--- config.mk ---
export PLATFORM = sky130hd
export DESIGN_NAME = tslpg_touch
export DESIGN_NICKNAME = d
export VERILOG_FILES = /design/src/hw/rtl/tslpg_pkg.sv /design/src/hw/rtl/tslpg_touch.sv
export SDC_FILE = /design/constraint.sdc
export NUM_CORES = 1
export LEC_CHECK = 0
export BUFFER_PORTS_ARGS = -buffer_cell sky130_fd_sc_hd__buf_4
export CAP_MARGIN = 30
export CORE_ASPECT_RATIO = 1.2
export CORE_MARGIN = 2
export CORE_UTILIZATION = 40
export DETAILED_ROUTE_END_ITERATION = 8
export PLACE_DENSITY = 0.83
export SETUP_SLACK_MARGIN = 0.1
export SYNTH_ARGS = -nofsm -noshare
export SYNTH_HDL_FRONTEND = slang
export SYNTH_SLANG_ARGS = --single-unit
--- constraint.sdc ---
create_clock -name vclk -period 2.5
set_input_delay 0.25 -clock vclk [all_inputs]
set_output_delay 0.25 -clock vclk [all_outputs]
set_load 0.02 [all_outputs]
--- src/hw/rtl/tslpg_pkg.sv ---
// ----------------------------------------------------------------------------
// Touch pattern generator package
// Shared widths, register indexes and waveform tables.
// ----------------------------------------------------------------------------
package tslpg_pkg;

    localparam int DUTY_W = 10;
    localparam int PAT_W  = 4;
    localparam int HOLD_W = 7;
    localparam int THR_W  = 16;
    localparam int STEP_W = 31;
    localparam int SEED_W = 16;
    localparam int FLK_W  = 8;
    localparam int CFG_IDX_W = 8;
    localparam int CFG_DATA_W = 16;

    localparam logic [CFG_IDX_W-1:0] REG_TOUCH_THRESHOLD = 8'd0;
    localparam logic [CFG_IDX_W-1:0] REG_HOLD_TICKS      = 8'd1;

    localparam logic [THR_W-1:0]  THR_RESET  = 16'd2000;
    localparam logic [HOLD_W-1:0] HOLD_RESET = 7'd100;
    localparam logic [SEED_W-1:0] SEED_RESET = 16'd13;
    localparam logic [FLK_W-1:0]  FLK_RESET  = 8'd100;

    localparam logic [PAT_W-1:0] PAT_SINE    = 4'd0;
    localparam logic [PAT_W-1:0] PAT_HEART   = 4'd1;
    localparam logic [PAT_W-1:0] PAT_TRI     = 4'd2;
    localparam logic [PAT_W-1:0] PAT_FLAME   = 4'd3;
    localparam logic [PAT_W-1:0] PAT_TRIPLE  = 4'd4;
    localparam logic [PAT_W-1:0] PAT_LONG    = 4'd5;
    localparam logic [PAT_W-1:0] PAT_HALFSAW = 4'd6;
    localparam logic [PAT_W-1:0] PAT_CONST   = 4'd7;
    localparam logic [PAT_W-1:0] PAT_SLOWTRI = 4'd8;

    typedef struct packed {
        logic             cmd;
        logic [THR_W-1:0] tally;
    } t_item;

    typedef struct packed {
        logic [DUTY_W-1:0] duty;
        logic [PAT_W-1:0]  pattern;
        logic              touched;
    } t_result;

    function automatic logic [DUTY_W-1:0] sine_lut(input logic [7:0] a);
        logic [DUTY_W-1:0] t [256];
        t = '{
        10'h1f4,10'h200,10'h20c,10'h218,10'h224,10'h231,10'h23d,10'h249,
        10'h255,10'h261,10'h26d,10'h279,10'h284,10'h290,10'h29c,10'h2a7,
        10'h2b3,10'h2be,10'h2c9,10'h2d4,10'h2df,10'h2ea,10'h2f4,10'h2ff,
        10'h309,10'h313,10'h31d,10'h327,10'h330,10'h33a,10'h343,10'h34c,
        10'h355,10'h35d,10'h366,10'h36e,10'h376,10'h37d,10'h385,10'h38c,
        10'h393,10'h39a,10'h3a0,10'h3a6,10'h3ac,10'h3b2,10'h3b7,10'h3bc,
        10'h3c1,10'h3c6,10'h3ca,10'h3ce,10'h3d1,10'h3d5,10'h3d8,10'h3db,
        10'h3dd,10'h3e0,10'h3e2,10'h3e3,10'h3e5,10'h3e6,10'h3e6,10'h3e7,
        10'h3e7,10'h3e7,10'h3e6,10'h3e6,10'h3e5,10'h3e3,10'h3e2,10'h3e0,
        10'h3dd,10'h3db,10'h3d8,10'h3d5,10'h3d1,10'h3ce,10'h3ca,10'h3c6,
        10'h3c1,10'h3bc,10'h3b7,10'h3b2,10'h3ac,10'h3a6,10'h3a0,10'h39a,
        10'h393,10'h38c,10'h385,10'h37d,10'h376,10'h36e,10'h366,10'h35d,
        10'h355,10'h34c,10'h343,10'h33a,10'h330,10'h327,10'h31d,10'h313,
        10'h309,10'h2ff,10'h2f4,10'h2ea,10'h2df,10'h2d4,10'h2c9,10'h2be,
        10'h2b3,10'h2a7,10'h29c,10'h290,10'h284,10'h279,10'h26d,10'h261,
        10'h255,10'h249,10'h23d,10'h231,10'h224,10'h218,10'h20c,10'h200,
        10'h1f4,10'h1e7,10'h1db,10'h1cf,10'h1c3,10'h1b6,10'h1aa,10'h19e,
        10'h192,10'h186,10'h17a,10'h16e,10'h163,10'h157,10'h14b,10'h140,
        10'h134,10'h129,10'h11e,10'h113,10'h108,10'h0fd,10'h0f3,10'h0e8,
        10'h0de,10'h0d4,10'h0ca,10'h0c0,10'h0b7,10'h0ad,10'h0a4,10'h09b,
        10'h092,10'h08a,10'h081,10'h079,10'h071,10'h06a,10'h062,10'h05b,
        10'h054,10'h04d,10'h047,10'h041,10'h03b,10'h035,10'h030,10'h02b,
        10'h026,10'h021,10'h01d,10'h019,10'h016,10'h012,10'h00f,10'h00c,
        10'h00a,10'h007,10'h005,10'h004,10'h002,10'h001,10'h001,10'h000,
        10'h000,10'h000,10'h001,10'h001,10'h002,10'h004,10'h005,10'h007,
        10'h00a,10'h00c,10'h00f,10'h012,10'h016,10'h019,10'h01d,10'h021,
        10'h026,10'h02b,10'h030,10'h035,10'h03b,10'h041,10'h047,10'h04d,
        10'h054,10'h05b,10'h062,10'h06a,10'h071,10'h079,10'h081,10'h08a,
        10'h092,10'h09b,10'h0a4,10'h0ad,10'h0b7,10'h0c0,10'h0ca,10'h0d4,
        10'h0de,10'h0e8,10'h0f3,10'h0fd,10'h108,10'h113,10'h11e,10'h129,
        10'h134,10'h140,10'h14b,10'h157,10'h163,10'h16e,10'h17a,10'h186,
        10'h192,10'h19e,10'h1aa,10'h1b6,10'h1c3,10'h1cf,10'h1db,10'h1e7};
        return t[a];
    endfunction

    // Entries past the listed beats of the heart shape are dark.
    function automatic logic [DUTY_W-1:0] heart_lut(input logic [5:0] a);
        logic [DUTY_W-1:0] d;
        case (a)
            6'd0:  d = 10'd500;  6'd1:  d = 10'd990;  6'd2:  d = 10'd700;
            6'd3:  d = 10'd500;  6'd4:  d = 10'd300;  6'd5:  d = 10'd100;
            6'd6:  d = 10'd200;  6'd7:  d = 10'd600;  6'd8:  d = 10'd990;
            6'd9:  d = 10'd700;  6'd10: d = 10'd500;  6'd11: d = 10'd400;
            6'd12: d = 10'd300;  6'd13: d = 10'd250;  6'd14: d = 10'd200;
            6'd15: d = 10'd150;  6'd16: d = 10'd100;  6'd17: d = 10'd50;
            default: d = '0;
        endcase
        return d;
    endfunction

    // Up ramp over 21 entries, then the mirror image.
    function automatic logic [DUTY_W-1:0] tri_lut(input logic [5:0] a);
        logic [DUTY_W-1:0] d;
        if (a <= 6'd19) begin
            d = 10'(a * 50);
        end else if (a <= 6'd21) begin
            d = 10'd999;
        end else begin
            d = 10'((6'd41 - a) * 50);
        end
        return d;
    endfunction

    function automatic logic [DUTY_W-1:0] halfsaw_lut(input logic [5:0] a);
        logic [5:0] k;
        k = (a >= 6'd21) ? a - 6'd21 : a;
        return (k == 6'd0) ? 10'd999 : 10'((6'd20 - k) * 50);
    endfunction

endpackage

--- src/hw/rtl/tslpg_touch.sv ---
// ----------------------------------------------------------------------------
// Touch tracker
// Threshold compare, pattern advance and hold counter next values.
// ----------------------------------------------------------------------------
module tslpg_touch import tslpg_pkg::*; #(
    parameter int PATTERN_COUNT = 10
) (
    input  logic              i_tally_item,
    input  logic [THR_W-1:0]  i_tally,
    input  logic [THR_W-1:0]  i_threshold,
    input  logic [HOLD_W-1:0] i_hold_ticks,
    input  logic [PAT_W-1:0]  i_pattern,
    input  logic [HOLD_W-1:0] i_hold,
    output logic [PAT_W-1:0]  o_pattern,
    output logic [HOLD_W-1:0] o_hold
);
    localparam logic [PAT_W-1:0] LAST_PAT = PAT_W'(PATTERN_COUNT - 1);

    always_comb begin
        o_pattern = i_pattern;
        o_hold    = i_hold;
        if (i_tally_item) begin
            if (i_tally > i_threshold) begin
                if (i_hold == '0) begin
                    o_pattern = (i_pattern >= LAST_PAT) ? '0 : i_pattern + 1'b1;
                end
                o_hold = i_hold_ticks;
            end else if (i_hold != '0) begin
                o_hold = i_hold - 1'b1;
            end
        end
    end
endmodule

Yosys cells after proc, flatten, opt, wreduce, memory -nomap -nowiden
Cells that the tools add are included.
Word-level totals
  logic and storage cells: 13
  output and inout bits: 11
  register bits: 0
  bits of input ports: 51
Operators by class
  reductions and logical operators: 2
  multiplexer cells: 7
  order comparisons: 2
  $add $sub $neg: 2
Operator list (number)
  7-bit two-way mux: 3
  16-bit greater-than comparator: 1
  4-bit two-way mux: 4
  7-bit zero test: 1
  7-bit nonzero test: 1
  7-bit by 1-bit subtractor with 7-bit output (second input constant): 1
  4-bit by 1-bit adder with 4-bit output (second input constant): 1
  4-bit greater-or-equal comparator (second input constant): 1

Depth between registers and ports, before layout
Gate-level depths: netlist (run 1).
  depth after elaboration: 5
  depth in mapped cells: 9
  mapped depth without buffers: 8

Worst setup path after synthesis (run 1)
No wires, ideal clock.
  path kind: input -> output
  start: in i_threshold[15]
  end: out o_pattern[0]
  required time: 2.250 ns
  path buffers: 0
  slack: 0.369 ns
  stages: 8
  arrival: 1.881 ns
  path through: inv_1 > ha_1 > nand4_2 > nor3_1 > a21boi_2 > o31a_4 > nand3_1 > mux2i_1
Between the ends
  longest elaborated chain between the ends: 3
RTL lines
  start: declaration: line tslpg_touch.sv:10  | input logic [THR_W-1:0] i_threshold,
  16-bit greater-than comparator: line tslpg_touch.sv:23  | if (i_tally > i_threshold) begin
  4-bit two-way mux: line tslpg_touch.sv:23
  4-bit two-way mux: line tslpg_touch.sv:22  | if (i_tally_item) begin
  end: declaration: line tslpg_touch.sv:14  | output logic [PAT_W-1:0] o_pattern,
No other way between the ends.

Worst setup path after layout (run 1)
  start: in i_tally[11]
  end: out o_hold[3]
Between the ends
  longest elaborated chain between the ends: 3
RTL lines
  start: declaration: line tslpg_touch.sv:9  | input logic [THR_W-1:0] i_tally,
  16-bit greater-than comparator: line tslpg_touch.sv:23
  7-bit two-way mux: line tslpg_touch.sv:23
  7-bit two-way mux: line tslpg_touch.sv:22
  end: declaration: line tslpg_touch.sv:15  | output logic [HOLD_W-1:0] o_hold
No other way between the ends.

==> results of run 1 <==
[where the power goes]
group | leakage (nW) | switching (mW) | internal [mW]
clock network | 0 | 0 | 0
registers | 0 | 0 | 0
logic | 0.751 | 0.124 | 0.135
total | 0.751 | 0.124 | 0.135
[final cells by class]
class | count | area, um2 | share of cell area (%)
inverters | 22 | 82.58 | 5.734
well taps | 30 | 37.54 | 2.606
repair buffers | 63 | 473.0 | 32.84
multi-input cells | 97 | 847.1 | 58.82
[stage by stage]
stage	utilization (%)	instance area, um2
2_1_floorplan	-	879.6
3_3_place_gp	66.00	1368
3_5_place_dp	66.00	1368
4_1_cts	66.00	1368
5_1_grt	69.50	1440
6_report	69.50	1440
[metal layers]
layer	vias up	track usage [%]
met1	499	23.33
met3	2	0.9804
met5	-	0
li1	573	-
met2	52	35.62
met4	0	0
[cells by family after synthesis]
logic type	after synthesis	synth area share [%]
AND/OR/NAND/NOR	41	30.16
AO/OA/AOI/OAI	32	27.17
buffers and inverters	25	11.95
adder cells (fa/ha/maj)	20	28.45
multiplexers	2	2.276
[how the worst min path moves through the flow]
stage	slack, ps	from	endpoint	depth (start not counted)
finish	850	i_pattern[3]	o_pattern[3]	3
global route	860	i_hold_ticks[6]	o_hold[6]	3
CTS	850	i_pattern[3]	o_pattern[3]	3
detailed placement	840	i_pattern[3]	o_pattern[3]	3
global placement	840	i_pattern[3]	o_pattern[3]	3
floorplan	700	i_pattern[3]	o_pattern[3]	1
[Yosys cell counts]
library cell | instances | area share [%]
a211oi_1 | 1 | 0.85
a21boi_2 | 1 | 1.3
a21o_1 | 1 | 0.85
a21oi_1 | 13 | 7.4
a311o_1 | 6 | 6.8
a32o_1 | 1 | 1.1
and2_1 | 1 | 0.71
buf_8 | 1 | 1.7
clkbuf_1 | 2 | 0.85
ha_1 | 20 | 28
inv_1 | 22 | 9.4
mux2i_1 | 2 | 2.3
nand2_1 | 8 | 3.4
nand2b_1 | 3 | 2.1
nand3_1 | 6 | 3.4
nand3b_1 | 1 | 0.85
nand4_1 | 3 | 2.1
nand4_2 | 1 | 1.4
nand4b_1 | 2 | 2.0
nor2_1 | 2 | 0.85
nor2b_1 | 5 | 3.6
nor3_1 | 2 | 1.1
nor3_2 | 1 | 1.1
nor4_4 | 1 | 2.4
o2111a_1 | 1 | 1.3
o21a_1 | 1 | 0.85
o21ai_0 | 1 | 0.57
o21ai_1 | 1 | 0.57
o221ai_1 | 1 | 1.0
o22ai_1 | 1 | 0.71
o2bb2ai_1 | 1 | 1.0
o31a_4 | 1 | 2.0
o31ai_1 | 1 | 0.85
or2_2 | 1 | 0.71
or3_1 | 1 | 0.71
or3b_4 | 1 | 1.3
or4b_1 | 2 | 2.3
==> summary.md, run 1 <==
| Metric | Value |
|---|---|
| Global-route wire length before repair | `4050 um` |
| Largest net degree at the start of global routing | `24` |
| Die span in x | `46.81 um` |
| Wire length on met1 | `1096 um` |
| Power per cell area | `179.7 mW/mm2` |
| Distinct cell type count of the synthesized netlist | `37` |
| Period minus WS final | `2310 ps` |
| Number of optimization iterations in the first detailed-route pass | `4` |
| Static power due to leakage | `0.7508 nW` |
| Fraction of final layout cells with drive strength greater than 1 | `42.86%` |
| Effective utilization at floorplan | `42.45%` |
| Sum of buffers and inverters on the critical path | `2` |
| Worst slack at placement | `149.9 ps` |
| Smallest setup slack after layout | `190.4 ps` |
| Last weighted congestion value of the routability-driven placer | `0.7079` |
| # DRC | `0` |
| Worst stage delay on the critical path | `310 ps` |
| CP arrival | `2060 ps` |
| Iteration-0 DRC Markers | `19` |
| Synthesized area per cell | `7.330 um2` |
| Leading cell types in the layout, fill and taps excluded | `buf_4, inv_1, ha_1` |
| Detail Route Antenna Nets | `0` |
| Overall die area | `0.002592 mm2` |
| Top-level I/O count | `62` |
| Worst path slowest cell | `a311o_1` |
| Die Height | `55.37 um` |
| Filler cell count | `178` |
| Post-Synthesis Cell Area | `879.6 um2` |
| Met2 wire length | `1437 um` |
| Sequential area share after synthesis | `0%` |
| Overall power of the completed layout | `0.2588 mW` |
| WP data required | `2250 ps` |
| Cell Rows | `18` |
| Top layer in use | `met4` |
| Most frequent CP cell | `buf_4` |
| Most common cell after layout, fill and taps aside | `buf_4` |
| Area Growth Syn to Fin | `63.73%` |
| Number of gates on the worst path with buffers counted | `9` |
| Worst setup EP type | `output pin` |
| Category of the critical setup timing path | `input pin to output pin` |
| Final-layout worst hold slack | `851.4 ps` |
| Ratio of routed vias to standard cells | `5.311` |
| Maximum vdd drop | `93.20 uV` |
| Via count of the routed design | `1126` |
| Warnings from Yosys | `0` |
| Final setup violating endpoints | `0` |
| Total Routed Length | `2785 um` |
| FF+latch count | `0` |
| Result of the run | `finished, final reports clean` |
| Total of max-cap violations | `0` |
| Count of non-filler cells in the finished layout | `212` |
| Half-perimeter wire length after placement | `2091 um` |
| Area inside the core boundary | `0.002072 mm2` |
| Routed wire length on met3 | `239 um` |
| Accumulated negative setup slack | `0 ps` |
| Net total in the final layout | `255` |
| Count of clock buffers in the final design | `0` |
| Count of input and output buffers | `62` |
| Synthesized netlist net count | `191` |
| Critical path's top delay family | `compound AO/OA/AOI/OAI gates` |
| Number of buffers inserted for hold repair after clock tree synthesis | `0` |
| Beginning of the critical path | `i_tally[11]` |
| GR Util All Layers | `18.78%` |
| Max-slew violation count | `0` |
| Area of all sequential standard cells | `0 um2` |
| Number of antenna violations at the first check in global routing | `0` |
| Biggest fanout along the worst timing path | `8` |
| RSZ-0062 raised after global routing | `false` |
| Max-slew headroom | `67.69%` |
| Resized cells post-CTS | `0` |
| Number of cells in the design after placement | `210` |
| Startpoint kind of the worst setup timing path | `input pin` |
| Routed wire length per instance | `13.14 um` |
| Share of the clock period used by the worst path | `92.38%` |
| Synthesized instance count | `120` |
| Crit path capture | `o_hold[3]` |
| Least-Margin Pin Slew | `480.6 ps` |
| Final hold vios | `0` |
| Antenna diode count | `0` |
| Highest Clock Rate | `433.0 MHz` |
| Crit path cell chain | `buf_4 > ha_1 > nand4_1 > nor3_2 > a21boi_4 > o31a_4 > a21oi_1 > a311o_1 > buf_4` |
| Setup Fix Bufs, Post-CTS | `0` |
| Congestion Overflow GR | `0` |
| Via count of the first global-routing pass | `999` |
| Hold crit path type | `input pin to output pin` |
Note: power is estimated with default switching activity, not from simulation.
==> inputs of run 2 (changes only) <==
PLACE_DENSITY = default   (was 0.83)
PLACE_DENSITY_LB_ADDON = 0.05   (was default)
==> run 2 against run 1 <==
Sequential share of layout area stayed put. Hold slack worse by 3.7 ps. Cell count is 0.47% higher. Routed wire length is 13% lower. Combinational power is 3% lower. Via count is 0.62% lower. Global-route usage is 2.1 points lower. Critical path type unchanged. Highest routed layer is now met3.
==> summary.md, run 2 (synthesis results as in run 1) <==
| Metric | Value |
|---|---|
| Worst hold path depth | `3` |
| Least-Margin Pin Slew | `476.8 ps` |
| Final hold vios | `0` |
| Switch share | `47.38%` |
| Total Routed Length | `2416 um` |
| Area inside the core boundary | `0.002072 mm2` |
| Area of all sequential standard cells | `0 um2` |
| Area Growth Syn to Fin | `62.87%` |
| Most common cell after layout, fill and taps aside | `buf_4` |
| Proportion of power drawn by combinational gates | `100.0%` |
| Period minus WS final | `2360 ps` |
| Net switching power figure | `0.1188 mW` |
| Worst path slowest cell | `or3b_4` |
| WP data required | `2250 ps` |
| Last weighted congestion value of the routability-driven placer | `0.7447` |
| Routed wire length per instance | `11.34 um` |
| # DRC | `0` |
| Antenna diode count | `0` |
| GR Util All Layers | `16.69%` |
| RSZ-0062 raised after global routing | `true` |
| Worst-case hold path end point | `o_pattern[3]` |
| Ratio of routed vias to standard cells | `5.254` |
| Count of input and output buffers | `62` |
| Hold crit path type | `input pin to output pin` |
| Number of optimization iterations in the first detailed-route pass | `4` |
| Overall die area | `0.002592 mm2` |
| Most frequent CP cell | `buf_4` |
| CP arrival | `2110 ps` |
| Highest Clock Rate | `423.8 MHz` |
| Largest net degree at the start of global routing | `24` |
| Category of the critical setup timing path | `input pin to output pin` |
| Half-perimeter wire length after placement | `1882 um` |
| Fraction of final layout cells with drive strength greater than 1 | `43.17%` |
| Max-slew headroom | `67.94%` |
| FF+latch count | `0` |
| Total of max-cap violations | `0` |
| Leading cell types in the layout, fill and taps excluded | `buf_4, inv_1, ha_1` |
| Biggest fanout along the worst timing path | `5` |
| Share of the clock period used by the worst path | `94.38%` |
| Cell Rows | `18` |
| Net total in the final layout | `256` |
| Power per cell area | `175.1 mW/mm2` |
| Final-layout worst hold slack | `847.6 ps` |
| Top layer in use | `met3` |
| Effective utilization at floorplan | `42.45%` |
| Via count of the first global-routing pass | `956` |
| Wire length on met1 | `933 um` |
| Met2 wire length | `1322 um` |
| Via count of the routed design | `1119` |
| Worst setup EP type | `output pin` |
| Final setup violating endpoints | `0` |
| Clock power share | `0%` |
| Congestion Overflow GR | `0` |
| Max-slew violation count | `0` |
| Worst stage delay on the critical path | `410 ps` |
| Die span in x | `46.81 um` |
| Int Power | `0.1320 mW` |
| Part of the total power dissipated in sequential elements | `0%` |
| Static power due to leakage | `0.7560 nW` |
| Die Height | `55.37 um` |
| Hold Path Origin | `i_pattern[3]` |
| Top-level I/O count | `62` |
| Count of clock buffers in the final design | `0` |
| Number of antenna violations at the first check in global routing | `0` |
| Global-route wire length before repair | `3567 um` |
| Startpoint kind of the worst setup timing path | `input pin` |
| Accumulated negative setup slack | `0 ps` |
| Iteration-0 DRC Markers | `6` |
| Number of buffers inserted for hold repair after clock tree synthesis | `0` |
| Result of the run | `finished, final reports clean` |
| Maximum vdd drop | `115.2 uV` |
| Routed wire length on met3 | `160 um` |
| Crit path cell chain | `buf_4 > inv_1 > ha_2 > or3b_4 > nor4_4 > or4b_1 > a21oi_1 > a311o_1 > buf_4` |
| Detail Route Antenna Nets | `0` |
run 2: worst max-delay path by stage:
stage	endpoint	slack [ps]	start	cells after the start
finish	o_hold[4]	140	i_hold[1]	9
global route	o_hold[4]	80	i_hold[1]	9
CTS	o_pattern[1]	100	i_tally[15]	9
detailed placement	o_pattern[1]	90	i_tally[15]	9
global placement	o_pattern[0]	210	i_tally[5]	9
floorplan	o_pattern[0]	370	i_threshold[15]	8
run 2: per-stage QoR:
step	util, %	power [mW]	instance area, um2	cells	setup WS (ps)
floorplan	-	0.1310	879.6	120	369.2
global placement	65.64	0.2333	1360	209	206.9
detailed placement	65.64	0.2377	1360	209	90.99
CTS	65.64	0.2386	1360	209	104.5
global route	69.14	0.2784	1433	213	84.45
finish	69.14	0.2508	1433	213	140.4
run 2: cell type report:
type / instances / area, um2
fillers: 184 / 639.4
multi-input cells: 97 / 832.0
well taps: 30 / 37.54
inverters: 22 / 82.58
repair buffers: 64 / 480.5
run 2: power by group through the flow:
stage | clock network, mW | logic (mW) | registers [mW]
floorplan | 0 | 0.131 | 0
finish | 0 | 0.251 | 0
global placement | 0 | 0.233 | 0
detailed placement | 0 | 0.238 | 0
CTS | 0 | 0.239 | 0
global route | 0 | 0.278 | 0
run 2: routing by layer:
metal | GRT usage [%] | vias to the layer above
met2 | 32.88 | 43
met5 | 0 | -
li1 | - | 578
met3 | 0.3268 | 0
met4 | 0 | 0
met1 | 19.84 | 498
run 2: what timing repair did:
action                                  CTS  global route
hold endpoints to repair                  0             0
setup buffers                             0             2
endpoints found under the setup margin    0            11
resized for setup                         0             8
run 2: worst max-delay path: cells and delay by family:
| kind | cells | cell delay (ps) |
|---|---|---|
| adder cells (fa/ha/maj) | 1 | 180 |
| AND/OR/NAND/NOR | 3 | 940 |
| buffers and inverters | 3 | 350 |
| AO/OA/AOI/OAI | 2 | 390 |
